**config.mk**
```make
export PLATFORM = sky130hd
export DESIGN_NAME = tsp_ctrl
export DESIGN_NICKNAME = d
export VERILOG_FILES = /design/src/rtl/tsp_pkg.sv /design/src/rtl/tsp_ctrl.sv
export SDC_FILE = /design/constraint.sdc
export NUM_CORES = 1
export LEC_CHECK = 0
export BUFFER_PORTS_ARGS = -buffer_cell sky130_fd_sc_hd__buf_2
export CAP_MARGIN = 5
export CORE_AREA = 2 2 39 41
export CTS_CLUSTER_DIAMETER = 60
export DETAILED_ROUTE_END_ITERATION = 12
export DIE_AREA = 0 0 41 43
export PLACE_DENSITY = 0.36
export SETUP_SLACK_MARGIN = 0.15
export SYNTH_ARGS = -nofsm -noshare
export SYNTH_HDL_FRONTEND = slang
export SYNTH_SLANG_ARGS = --single-unit
```
**constraint.sdc**
```tcl
create_clock -name clk -period 2.6 [get_ports clk]
set_input_delay 0.39 -clock clk [delete_from_list [all_inputs] [get_ports clk]]
set_output_delay 0.39 -clock clk [all_outputs]
set_load 0.02 [all_outputs]
```
**src/rtl/tsp_pkg.sv**
```systemverilog
// ----------------------------------------------------------------------------
// tsp_pkg: shared types and constants for timed step playback
// Holds the step table sizes, the item structs, the mode and status codes,
// the controller states and the command/status bundles between the modules.
// ----------------------------------------------------------------------------
`timescale 1ns / 1ps
`default_nettype none

package tsp_pkg;

  // Table sizes
  localparam int STEPS      = 128;
  localparam int TEXT_BYTES = 64;
  localparam int STEP_TEXT  = TEXT_BYTES - 1;

  // Derived widths
  localparam int STEP_W = (STEPS > 1) ? $clog2(STEPS) : 1;   // step index
  localparam int CNT_W  = $clog2(STEPS + 1);                 // step count
  localparam int IDX_W  = $clog2(TEXT_BYTES);                // byte index / length
  localparam int ADDR_W = STEP_W + IDX_W;                    // text store address

  // Fixed field widths
  localparam int TIME_W        = 48;
  localparam int DELAY_W       = 16;
  localparam int STEP_COUNT_W  = 8;

  // Input modes
  typedef enum logic [2:0] {
    MODE_CLEAR  = 3'd0,
    MODE_RECORD = 3'd1,
    MODE_START  = 3'd2,
    MODE_TICK   = 3'd3,
    MODE_STOP   = 3'd4
  } mode_t;

  // Result status codes
  typedef enum logic [1:0] {
    ST_ACCEPTED = 2'd0,
    ST_WAITING  = 2'd1,
    ST_REJECTED = 2'd2,
    ST_EMIT     = 2'd3
  } status_t;

  // Input beat
  typedef struct packed {
    logic [2:0]         mode;
    logic [7:0]         data_byte;
    logic               end_of_step;
    logic [DELAY_W-1:0] pause_ms;
    logic               loop_enable;
    logic [TIME_W-1:0]  now_ms;
  } in_item_t;

  // Result beat
  typedef struct packed {
    logic [1:0]              status;
    logic [7:0]              out_byte;
    logic                    byte_valid;
    logic                    last;
    logic                    playing;
    logic [STEP_COUNT_W-1:0] step_count;
  } out_item_t;

  // Controller states
  typedef enum logic [1:0] {
    S_IDLE,
    S_DECODE,
    S_LOOKUP,
    S_EMIT
  } state_t;

  // Controller to datapath
  typedef struct packed {
    logic capture;
    logic decode;
    logic lookup;
    logic emit;
  } ctrl_cmd_t;

  // Datapath to controller
  typedef struct packed {
    logic tick_hit;
    logic len_zero;
    logic emit_last;
  } dp_stat_t;

endpackage

`default_nettype wire

```
**src/rtl/tsp_ctrl.sv**
```systemverilog
// ----------------------------------------------------------------------------
// tsp_ctrl: sequencing controller for timed step playback
// Walks each accepted beat through decode and, for a due tick, table lookup and byte emission.
// ----------------------------------------------------------------------------
`timescale 1ns / 1ps
`default_nettype none

module tsp_ctrl (
  input  wire logic              clk,
  input  wire logic              rst_n,
  input  wire logic              start,
  input  wire tsp_pkg::dp_stat_t stat,
  output tsp_pkg::ctrl_cmd_t     cmd,
  output logic                   busy
);

  import tsp_pkg::*;

  state_t state_r;
  state_t state_nxt;

  // Hold state
  always_ff @(posedge clk) begin
    if (!rst_n) begin
      state_r <= S_IDLE;
    end else begin
      state_r <= state_nxt;
    end
  end

  // Next state
  always_comb begin
    state_nxt = state_r;
    case (state_r)
      S_IDLE: begin
        if (start) begin
          state_nxt = S_DECODE;
        end
      end
      S_DECODE: begin
        state_nxt = stat.tick_hit ? S_LOOKUP : S_IDLE;
      end
      S_LOOKUP: begin
        state_nxt = stat.len_zero ? S_IDLE : S_EMIT;
      end
      S_EMIT: begin
        if (stat.emit_last) begin
          state_nxt = S_IDLE;
        end
      end
      default: begin
        state_nxt = S_IDLE;
      end
    endcase
  end

  // Commands
  always_comb begin
    cmd  = '0;
    busy = 1'b1;
    case (state_r)
      S_IDLE: begin
        busy        = 1'b0;
        cmd.capture = start;
      end
      S_DECODE: begin
        cmd.decode = 1'b1;
      end
      S_LOOKUP: begin
        cmd.lookup = 1'b1;
      end
      S_EMIT: begin
        cmd.emit = 1'b1;
      end
      default: begin
        busy = 1'b1;
      end
    endcase
  end

  // Lookup only follows a decode that hit
  assert property (@(posedge clk) disable iff (!rst_n)
    state_r == S_LOOKUP |-> $past(state_r) == S_DECODE && $past(stat.tick_hit))
    else $error("lookup entered without a due tick");

  // Emission only follows lookup or emission
  assert property (@(posedge clk) disable iff (!rst_n)
    state_r == S_EMIT |-> $past(state_r) == S_LOOKUP || $past(state_r) == S_EMIT)
    else $error("emit entered from wrong state");

endmodule

`default_nettype wire

```
Word level (Yosys, flattened, before mapping)
Cells that the tools add are included.
Cells by class
  equality and inequality tests: 5
  multiplexer cells: 10
  reduce and logical (&&, ||, !) cells: 2
Operator list (count)
  $mux W2: 4
  $pmux W2 S4: 1
  $mux W1: 5
  $eq A2 B2 Y1 const B: 2
  $ne A2 B2 Y1 const B: 2
  $eq A2 B1 Y1 const B: 1
  $logic_not A2 Y1: 1
  $reduce_and A2 Y1: 1
Storage, ports and cells
  flip-flop bits (word level): 2
  word-level logic and storage cells: 18

Logic depth before layout (Yosys ltp)
Gate-level depths: netlist of run 1.
  depth in word-level cells: 3
  mapped depth: 3
  depth with buffers taken out: 3

Least setup slack after synthesis of run 1
Ideal clock, no wire load.
  kind: reg-to-output
  start: reg state_r[0]
  end: out cmd[3] (netlist name)
  data arrival time: 1005 ps
  required time: 2210 ps
  slack: 1205 ps
  cell stages (with the launch flop): 3
  path through: dfxtp_1 -> or2_2 -> nor2_1
RTL lines
  start: declaration: RTL line tsp_ctrl.sv:19  | state_t state_r;
  start signal: assignment: RTL line tsp_ctrl.sv:27  | state_r <= state_nxt;
  end: declaration: RTL line tsp_ctrl.sv:13  | output tsp_pkg::ctrl_cmd_t cmd,

==> summary.md, run 1 <==
| Metric | Value |
|---|---|
| Setup crit end kind | output port |
| Top reg by flops | state_r |
| Fin nets | 38 |
| Clk slew on worst S/H paths | 0.03 ns |
| Core Area | between 1000 and 1500 sq um |
| Sequential fraction of design power | 0.261 |
| Clk network pwr share | 0.462 |
| Cell count of the worst reg-to-reg path | 3 |
| Clock Sinks | 2 |
| Seq cells post-synth | 2 |
| Post-DRT Antenna Nets | 0 |
| # Post-CTS Setup Buffers | 0 |
| Minimum clock period after layout | about 1.6 ns |
| Final max-slew violation count | 0 |
| Routed len/inst | 7.978 um |
| Worst Skew | 0.001863 ns |
| Synth top area share | 0.3077 |
| R2R Path End | state_r[0]$_SDFFE_PN0P_ |
| # diodes | 0 |
| Mapped Area | approximately 130 sq um |
| Die Height | between 40 and 50 um |
| Clock buffer depth | 2 |
| Avg Cell Area, Syn | ~7.7 sq um |
| Gr usage total | 0.05906 |
| Placement Rows | 14 |
| Pin count of the biggest net entering global routing | 9 |
| Sequential cell area | about 40 sq um |
| Initial antenna violation count | 0 |
| Post-route DRC | 0 |
| Hold EP | state_r[0]$_SDFFE_PN0P_ |
| Total CTS buffers | 3 |
| Synth warnings | 0 |
| Arr. time, crit path | between 1 and 1.5 ns |
| Maximum VDD drop | roughly 190 uV |
| Synthesis-to-layout area growth | 71.15% |
| Combinational Power Share | 0.277 |
| Hold Crit Class | input pin to register |
| Leak | ~0.12 nW |
| Pwr dens | between 600 and 700 nW/um^2 |
| Period Utilization, post-route | 0.6002 |
| Switching share of total power | 0.3055 |
| Slew HR | 0.8668 |
| Die Wd | around 41 um |
| Slew of the pin with the lowest slew margin | about 0.2 ns |
| Fmax | 0.6408 GHz |
| Crit path kind | register to output port |
| DP HPWL | between 200 and 300 um |
| R2r startpoint | state_r[1]$_SDFFE_PN0P_ |
| DR pass1 iterations | 2 |
| Vias in the first global route | about 160 |
| Number of flip-flops in the largest register | 2 |
| CP max FO | 8 |
| Post-CTS Hold Buffers | 0 |
| Psw | 0.00004560 W |
| Unrepaired setup endpoints after global routing | false |
| IO Pins | 11 |
| Crit path required time | between 2 and 2.5 ns |
| CTS H-tree lvls | 1 |
| Synth cell types | 12 |
| Worst Setup Start Kind | register |
| Synth cell count leaders | a21oi_1 (2), dfxtp_1 (2), inv_1 (2), nor2_1 (2), o21ai_0 (2) |
| Mapped Cells | 17 |
| Number of vias in the routed layout | about 160 |
| Status | finished clean |
| PostCTS Resize Cnt | 0 |
| Max-cap violations | 0 |
| Die area | about 1800 sq um |
| Async S/R FF share, synth | 0 |
| First-pass GRT wire length | ~630 um |
| Clock Latency Late Sink | 0.22 ns |
| Clock root buffer | clkbuf_4 |
| Final setup vio count | 0 |
| CTS tree | built |
| Share of cells above drive strength 1 | 0.5000 |
| Via density | 3.370 |
| First-iteration detailed-routing DRC count | 2 |
| Setup TNS | 0 ns |
| GRT overflow | 0 |
| GP Congestion | 0.6528 |
| Biggest regs | state_r x2 |
| Syn nets | 23 |
| Int Pwr | 0.0001037 W |
| Final Hold Fails | 0 |
| Routed wire length | about 370 um |
| Final non-filler cell total | 46 |
| Footprint of the multi-input gates | about 83 sq um |
| Synth Flop Type | dfxtp_1 |
| Initial Util | 0.09403 |
| Worst hold path depth | 2 |
| R2R setup slack | 1.61 ns |
| Hold path start | rst_n |
| Register area share after synthesis | 0.3077 |
| I/O Buffers | 10 |
| DP Cell Count | between 40 and 50 |
| Cell taking the most area after synthesis | dfxtp_1 |
| Top post-synthesis cells by area | dfxtp_1 (31%), nor2b_4 (11%), a21oi_1 (7.7%) |
| EDFF count, synth | 0 |
| Filler cells | 159 |
## layout by cell type (no fill, tap or decap), drive strengths merged
cell / count
and3: 1
a21oi: 2
nor2: 2
and2: 1
a211o: 1
buf: 10
and2b: 1
or2: 1
inv: 2
o21ai: 2
dfxtp: 2
nor2b: 2
clkbuf: 3
## stage by stage
| stage | setup WS [ns] | hold WS (ns) | power [W] | util | instance area, sq um |
|---|---|---|---|---|---|
| final | 1.039 | 0.4094 | 0.0001493 | 0.1609 | 222.7 |
| after CTS | 1.033 | 0.4040 | 0.0001555 | 0.1609 | 222.7 |
| after global routing | 0.9727 | 0.4219 | 0.0001639 | 0.1609 | 222.7 |
| after detailed placement | 1.281 | 0.5295 | 0.00008085 | 0.1447 | 200.2 |
| after global placement | 1.256 | 0.5313 | 0.00008151 | 0.1447 | 200.2 |
| after floorplan | 1.205 | 0.4749 | 0.00006525 | - | 130.1 |
## worst max path at each step
stage	startpoint	to	slack [ns]
floorplan	state_r[0]$_SDFFE_PN0P_	cmd[3]	1.21
global placement	state_r[0]$_SDFFE_PN0P_	cmd[3]	1.26
detailed placement	state_r[0]$_SDFFE_PN0P_	cmd[3]	1.28
CTS	state_r[0]$_SDFFE_PN0P_	cmd[3]	1.03
global route	state_r[0]$_SDFFE_PN0P_	cmd[3]	0.97
finish	state_r[0]$_SDFFE_PN0P_	cmd[3]	1.04
## final cells by class
type,count,area share
clock buffer,3,0.1011
inverter,2,0.03371
multi-input combinational,13,0.3708
sequential,2,0.1798
tap,16,0.08989
timing repair buffer,10,0.2247
## critical path, stage by stage (launching register included)
cell and delay [ns]:
dfxtp_1 0.35, or2_2 0.32, nor2_1 0.11, buf_2 0.18
## kinds of logic after synthesis
| family | Yosys count | share of synthesized area |
|---|---|---|
| and+or+nand+nor | 8 | 0.4136 |
| DFF | 2 | 0.3077 |
| buffers and inverters | 2 | 0.05771 |
| AOI/OAI and AO/OA | 5 | 0.2212 |
## layer usage
metal	GRT usage	wire length [um]
met5	0	0
met4	0.08000	0
met3	0.04188	68
met2	0.04063	106
met1	0.08280	192
## power by group through the flow
stage                     logic [W]  clock network [W]  registers [W]
after detailed placement  0.0000415                  0      0.0000394
after global routing      0.0000453          0.0000789      0.0000397
after global placement    0.0000421                  0      0.0000394
after CTS                 0.0000417          0.0000749      0.0000389
final                     0.0000414          0.0000689      0.0000390
after floorplan           0.0000270                  0      0.0000382
Power figures use the tool's default switching activity.
==> run 2: changes to the inputs <==
clock period = 1.5 ns   (was 2.6 ns; I/O delays follow)
==> run 2 against run 1 <==
Cell count stayed put. Sequential share of layout area is 0.055 points higher. Register-to-register slack worse by 1.1 ns. Routed wire length is 1.9% lower. Combinational power is 83% higher. Clock power is 70% higher. Core utilization is 0.45 points higher. Critical path depth stayed put.
==> summary.md, run 2 (synthesized netlist as in run 1, its figures left out) <==
| Metric | Value |
|---|---|
| Clock Sinks | 2 (unchanged) |
| Most common cell after layout, fill and taps aside | buf_2 |
| Status | finished clean |
| Pwr dens | 1143 nW/um^2 (+70%) |
| Worst Setup Start Kind | register |
| Unrepaired setup endpoints after global routing | false |
| Slew of the pin with the lowest slew margin | 0.1566 ns (-0.04291 ns) |
| Die Height | 43 um (unchanged) |
| Initial antenna violation count | 0 (unchanged) |
| Fin worst setup slack | 0.2313 ns (-0.8082 ns) |
| Synthesis-to-layout area growth | 75.96% |
| # diodes | 0 (unchanged) |
| GRT overflow | 0 (unchanged) |
| Placement Rows | 14 (unchanged) |
| CTS H-tree lvls | 1 (unchanged) |
| CTS tree | built |
| Slew HR | 0.8954 (+0.02865) |
| IO Pins | 11 (unchanged) |
| Leak | 0.1217 nW (+0.44%) |
| CP max FO | 8 (unchanged) |
| Clock Latency Late Sink | 0.22 ns (about the same) |
| Total CTS buffers | 3 (unchanged) |
| Fin nets | 38 (unchanged) |
| Worst Skew | 0.002132 ns (+0.0002691 ns) |
| Number of vias in the routed layout | 152 (-1.9%) |
| Final setup vio count | 0 (unchanged) |
| Crit path kind | register to output port |
| Hold Crit Class | input pin to register |
| Pin count of the biggest net entering global routing | 9 (unchanged) |
| DP HPWL | 300.2 um (+4.2%) |
| Crit path required time | 1.27 ns (-0.94 ns) |
| Number of flip-flops in the largest register | 2 (unchanged) |
| First-pass GRT wire length | 545 um (-13%) |
| GP Congestion | 0.6663 (+2.1%) |
| Gr usage total | 0.05305 (-0.006006) |
| Max-cap violations | 0 (unchanged) |
| R2R setup slack | 0.49 ns (-1.12 ns) |
| Die area | 1763 sq um (unchanged) |
| Minimum clock period after layout | between 1 and 1.5 ns |
| Clock buffer depth | 2 (unchanged) |
| Most frequent cells in the layout | buf_2 (9), clkbuf_4 (3) |
| Fmax | roughly 0.79 GHz |
| Post-DRT Antenna Nets | 0 (unchanged) |
| First-iteration detailed-routing DRC count | 2 (unchanged) |
| Initial Util | 0.09403 (unchanged) |
| DR pass1 iterations | 2 (unchanged) |
| Final Hold Fails | 0 (unchanged) |
| Vias in the first global route | 124 (-24%) |
| Via density | 3.304 (-1.9%) |
| Die Wd | 41 um (unchanged) |
| Arr. time, crit path | 1.04 ns (-0.13 ns) |
| Clock root buffer | clkbuf_4 |
| Place WS | 0.3478 ns (-0.9333 ns) |
| Post-route DRC | 0 (unchanged) |
| Routed wire length | 360 um (-1.9%) |
| Worst hold slack | 0.2582 ns (-0.1512 ns) |
| Period Utilization, post-route | 0.8458 |
| I/O Buffers | 10 (unchanged) |
| Routed len/inst | 7.826 um (-1.9%) |
| Top reg by flops | state_r |
| Biggest regs | state_r x2 |
| Clk slew on worst S/H paths | 0.03 ns (about the same) |
| # Post-CTS Setup Buffers | 0 (unchanged) |
| Maximum VDD drop | 273.0 uV (+40%) |
| Share of cells above drive strength 1 | 0.5333 (+0.03333) |
| Final max-slew violation count | 0 (unchanged) |
| Core Area | 1384 sq um (unchanged) |
| Setup crit end kind | output port |
| Setup TNS | 0 ns (unchanged) |
run 2: layout make-up:
cell class / instances / area, sq um
Clock buffer: 3 / 22.52
Sequential cell: 2 / 41.29
Inverter: 2 / 7.507
Fill cell: 160 / 1155
Timing Repair Buffer: 10 / 52.55
Tap cell: 16 / 20.02
Multi-Input combinational cell: 13 / 85.08
run 2: worst paths after layout:
path                                              start                      end  cells after the start
worst max-delay path            state_r[0]$_SDFFE_PN0P_                   cmd[3]                      3
worst min-delay path                              rst_n  state_r[0]$_SDFFE_PN0P_                      2
worst max register to register  state_r[1]$_SDFFE_PN0P_  state_r[0]$_SDFFE_PN0P_                      3
worst min register to register  state_r[0]$_SDFFE_PN0P_  state_r[1]$_SDFFE_PN0P_                      1
run 2: per-stage QoR:
step                utilization  instances  total power [W]  instance area, sq um
floorplan                     -         17        0.0001131                 130.1
global placement         0.1447         43        0.0001409                 200.2
detailed placement       0.1447         43        0.0001404                 200.2
CTS                      0.1655         46        0.0002687                 229.0
global route             0.1655         46        0.0002812                 229.0
finish                   0.1655         46        0.0002616                 229.0
run 2: metal layers:
layer / global-route usage / part of all wire
met5: 0 / 0
met4: 0.02000 / 0
met3: 0.06283 / 0.13
met2: 0.04063 / 0.25
met1: 0.07962 / 0.62
run 2: worst max-delay path: stages, from the launching register on:
cell and delay (ns):
dfxtp_2 0.34, or2_4 0.26, nor2_1 0.09, buf_4 0.14
run 2: report_power, final:
group	switching [W]	total (W)	internal [W]	leakage, nW
Clock	0.0000288	0.000117	0.0000881	0.0138
Sequential	0.00000844	0.0000688	0.0000603	0.0168
Combinational	0.0000394	0.0000759	0.0000365	0.0911
Total	0.0000767	0.000262	0.000185	0.122
run 2: timing repair:
item                                    CTS  global route
hold buffers                              0             0
endpoints found under the setup margin    1             0
gates resized for setup                   3             0
==> run 3: changes to the inputs <==
clock period = 1.2 ns   (was 1.5 ns; I/O delays follow)
==> run 3 against run 2 <==
Flip-flop and latch count unchanged. Cell count up 4.3%. Clock-buffer cell count unchanged. Largest cell class unchanged. Sequential share of layout area down 1.5 points. Hold slack worse by 0.050 ns. Worst setup slack worse by 0.22 ns. Critical path depth unchanged. Sequential power up 22%.
==> summary.md, run 3 (synthesized netlist as in run 1, its figures left out) <==
| Metric | Value |
|---|---|
| Status | finished clean |
| Final Hold Fails | 0 (unchanged) |
| Number of flip-flops in the largest register | 2 (unchanged) |
| Crit path from | state_r[0]$_SDFFE_PN0P_ |
| CP max FO | 5 (-3) |
| Core Area | 1384 sq um (unchanged) |
| Final setup vio count | 0 (unchanged) |
| Synthesis-to-layout area growth | 121.2% |
| Leak | 0.1380 nW (+13%) |
| Post-DRT Antenna Nets | 0 (unchanged) |
| Total CTS buffers | 3 (unchanged) |
| First-pass GRT wire length | 531 um (-2.6%) |
| Worst hold slack | 0.2081 ns (-0.05007 ns) |
| Clock Latency Late Sink | 0.22 ns (about the same) |
| Total Power | 0.0003649 W (+39%) |
| Setup crit end kind | output port |
| Worst Skew | 0.0007443 ns (-0.001388 ns) |
| IO Pins | 11 (unchanged) |
| DR pass1 iterations | 2 (unchanged) |
| Share of cells above drive strength 1 | 0.6563 (+0.1229) |
| Die area | 1763 sq um (unchanged) |
| Clk slew on worst S/H paths | 0.03 ns (about the same) |
| Vias in the first global route | 149 (+20%) |
| Worst hold path depth | 3 (+1) |
| I/O Buffers | 10 (unchanged) |
| Clock Sinks | 2 (unchanged) |
| Hold path start | rst_n |
| Initial Util | 0.09403 (unchanged) |
| Biggest regs | state_r x2 |
| First-iteration detailed-routing DRC count | 2 (unchanged) |
| Clock root buffer | clkbuf_4 |
| Placement Rows | 14 (unchanged) |
| Most frequent cells in the layout | buf_2 (6), buf_6 (4), clkbuf_4 (3) |
| Maximum VDD drop | 295.1 uV (+8.1%) |
| Most common cell after layout, fill and taps aside | buf_2 |
| Number of vias in the routed layout | 165 (+8.6%) |
| Cell count of the worst reg-to-reg path | 3 (unchanged) |
| CTS H-tree lvls | 1 (unchanged) |
| GP Congestion | 0.5330 (-20%) |
| Max-cap violations | 0 (unchanged) |
| Minimum clock period after layout | about 1.2 ns |
| Final Util | 0.2080 (+0.04250) |
| # diodes | 0 (unchanged) |
| Die Height | 43 um (unchanged) |
| Die Wd | 41 um (unchanged) |
| Unrepaired setup endpoints after global routing | true |
| Pin count of the biggest net entering global routing | 9 (unchanged) |
| Clock buffer depth | 2 (unchanged) |
| Arr. time, crit path | 1.01 ns (-0.03 ns) |
| Hold Crit Class | input pin to register |
| Fmax | 0.8397 GHz |
| R2r startpoint | state_r[1]$_SDFFE_PN0P_ |
| Pwr dens | 1268 nW/um^2 (+11%) |
| Top reg by flops | state_r |
| Routed wire length | 402 um (+12%) |
| Via density | 3.438 (+4.0%) |
| Crit path required time | 1.02 ns (-0.25 ns) |
| Period Utilization, post-route | 0.9924 |
| Slew HR | 0.8977 (+0.002233) |
| Gr usage total | 0.05105 (-0.002002) |
| Post-route DRC | 0 (unchanged) |
| Crit path kind | register to output port |
| Slew of the pin with the lowest slew margin | 0.1533 ns (-0.003304 ns) |
| Final max-slew violation count | 0 (unchanged) |
| Worst Setup Start Kind | register |
| GRT overflow | 0 (unchanged) |
| CTS tree | built |
| Initial antenna violation count | 0 (unchanged) |
| Routed len/inst | 8.375 um (+7.0%) |
| Fin nets | 40 (+5.3%) |
run 3: cell types whose count changed in the layout (fill, tap and decap cells not counted), sizes merged:
cell / before / now
buf: 10 / 12
run 3: critical path: stages (launching register included):
cell,delay [ns]
dfxtp_4,0.34
or2_4,0.26
nor2_4,0.08
buf_6,0.11
run 3: worst paths after layout:
kind | endpoint | slack, ns
setup reg to reg | state_r[0]$_SDFFE_PN0P_ | 0.21
hold / removal | state_r[1]$_SDFFE_PN0P_ | 0.21
hold reg to reg | state_r[1]$_SDFFE_PN0P_ | 0.56
setup / recovery | cmd[3] | 0.009
run 3: area by class of cell:
class | count | area, sq um
fill | 158 | 1096
multi-input combinational | 13 | 100.1
timing repair buffer | 12 | 90.09
sequential | 2 | 47.55
clock buffer | 3 | 22.52
tap | 16 | 20.02
inverter | 2 | 7.507
run 3: power by group:
group          switching, W  internal [W]
clock             0.0000360      0.000110
combinational     0.0000637     0.0000709
sequential       0.00000874     0.0000755
run 3: metal layers:
| layer | up-vias | GRT usage | routed length [um] |
|---|---|---|---|
| li1 | 86 | - | - |
| met1 | 68 | 0.06051 | 191 |
| met2 | 11 | 0.05313 | 147 |
| met3 | 0 | 0.01571 | 64 |
| met4 | 0 | 0.08000 | 0 |
| met5 | - | 0 | 0 |
run 3: through the flow:
step | TNS, ns | area, sq um | instances | setup WS [ns]
after floorplan | 0 | 140.1 | 17 | 0.2447
after global placement | 0 | 210.2 | 43 | 0.1692
after detailed placement | 0 | 210.2 | 43 | 0.1718
after CTS | -0.004936 | 246.5 | 46 | -0.004936
after global routing | -0.03121 | 287.8 | 48 | -0.03121
final | 0 | 287.8 | 48 | 0.009145
run 3: what timing repair did:
| item | CTS | global route |
|---|---|---|
| setup buffers | 0 | 2 |
| pin swaps | 1 | 1 |
| setup endpoints to repair | 5 | 5 |
| gates resized for setup | 6 | 8 |
| hold buffers | 0 | 0 |
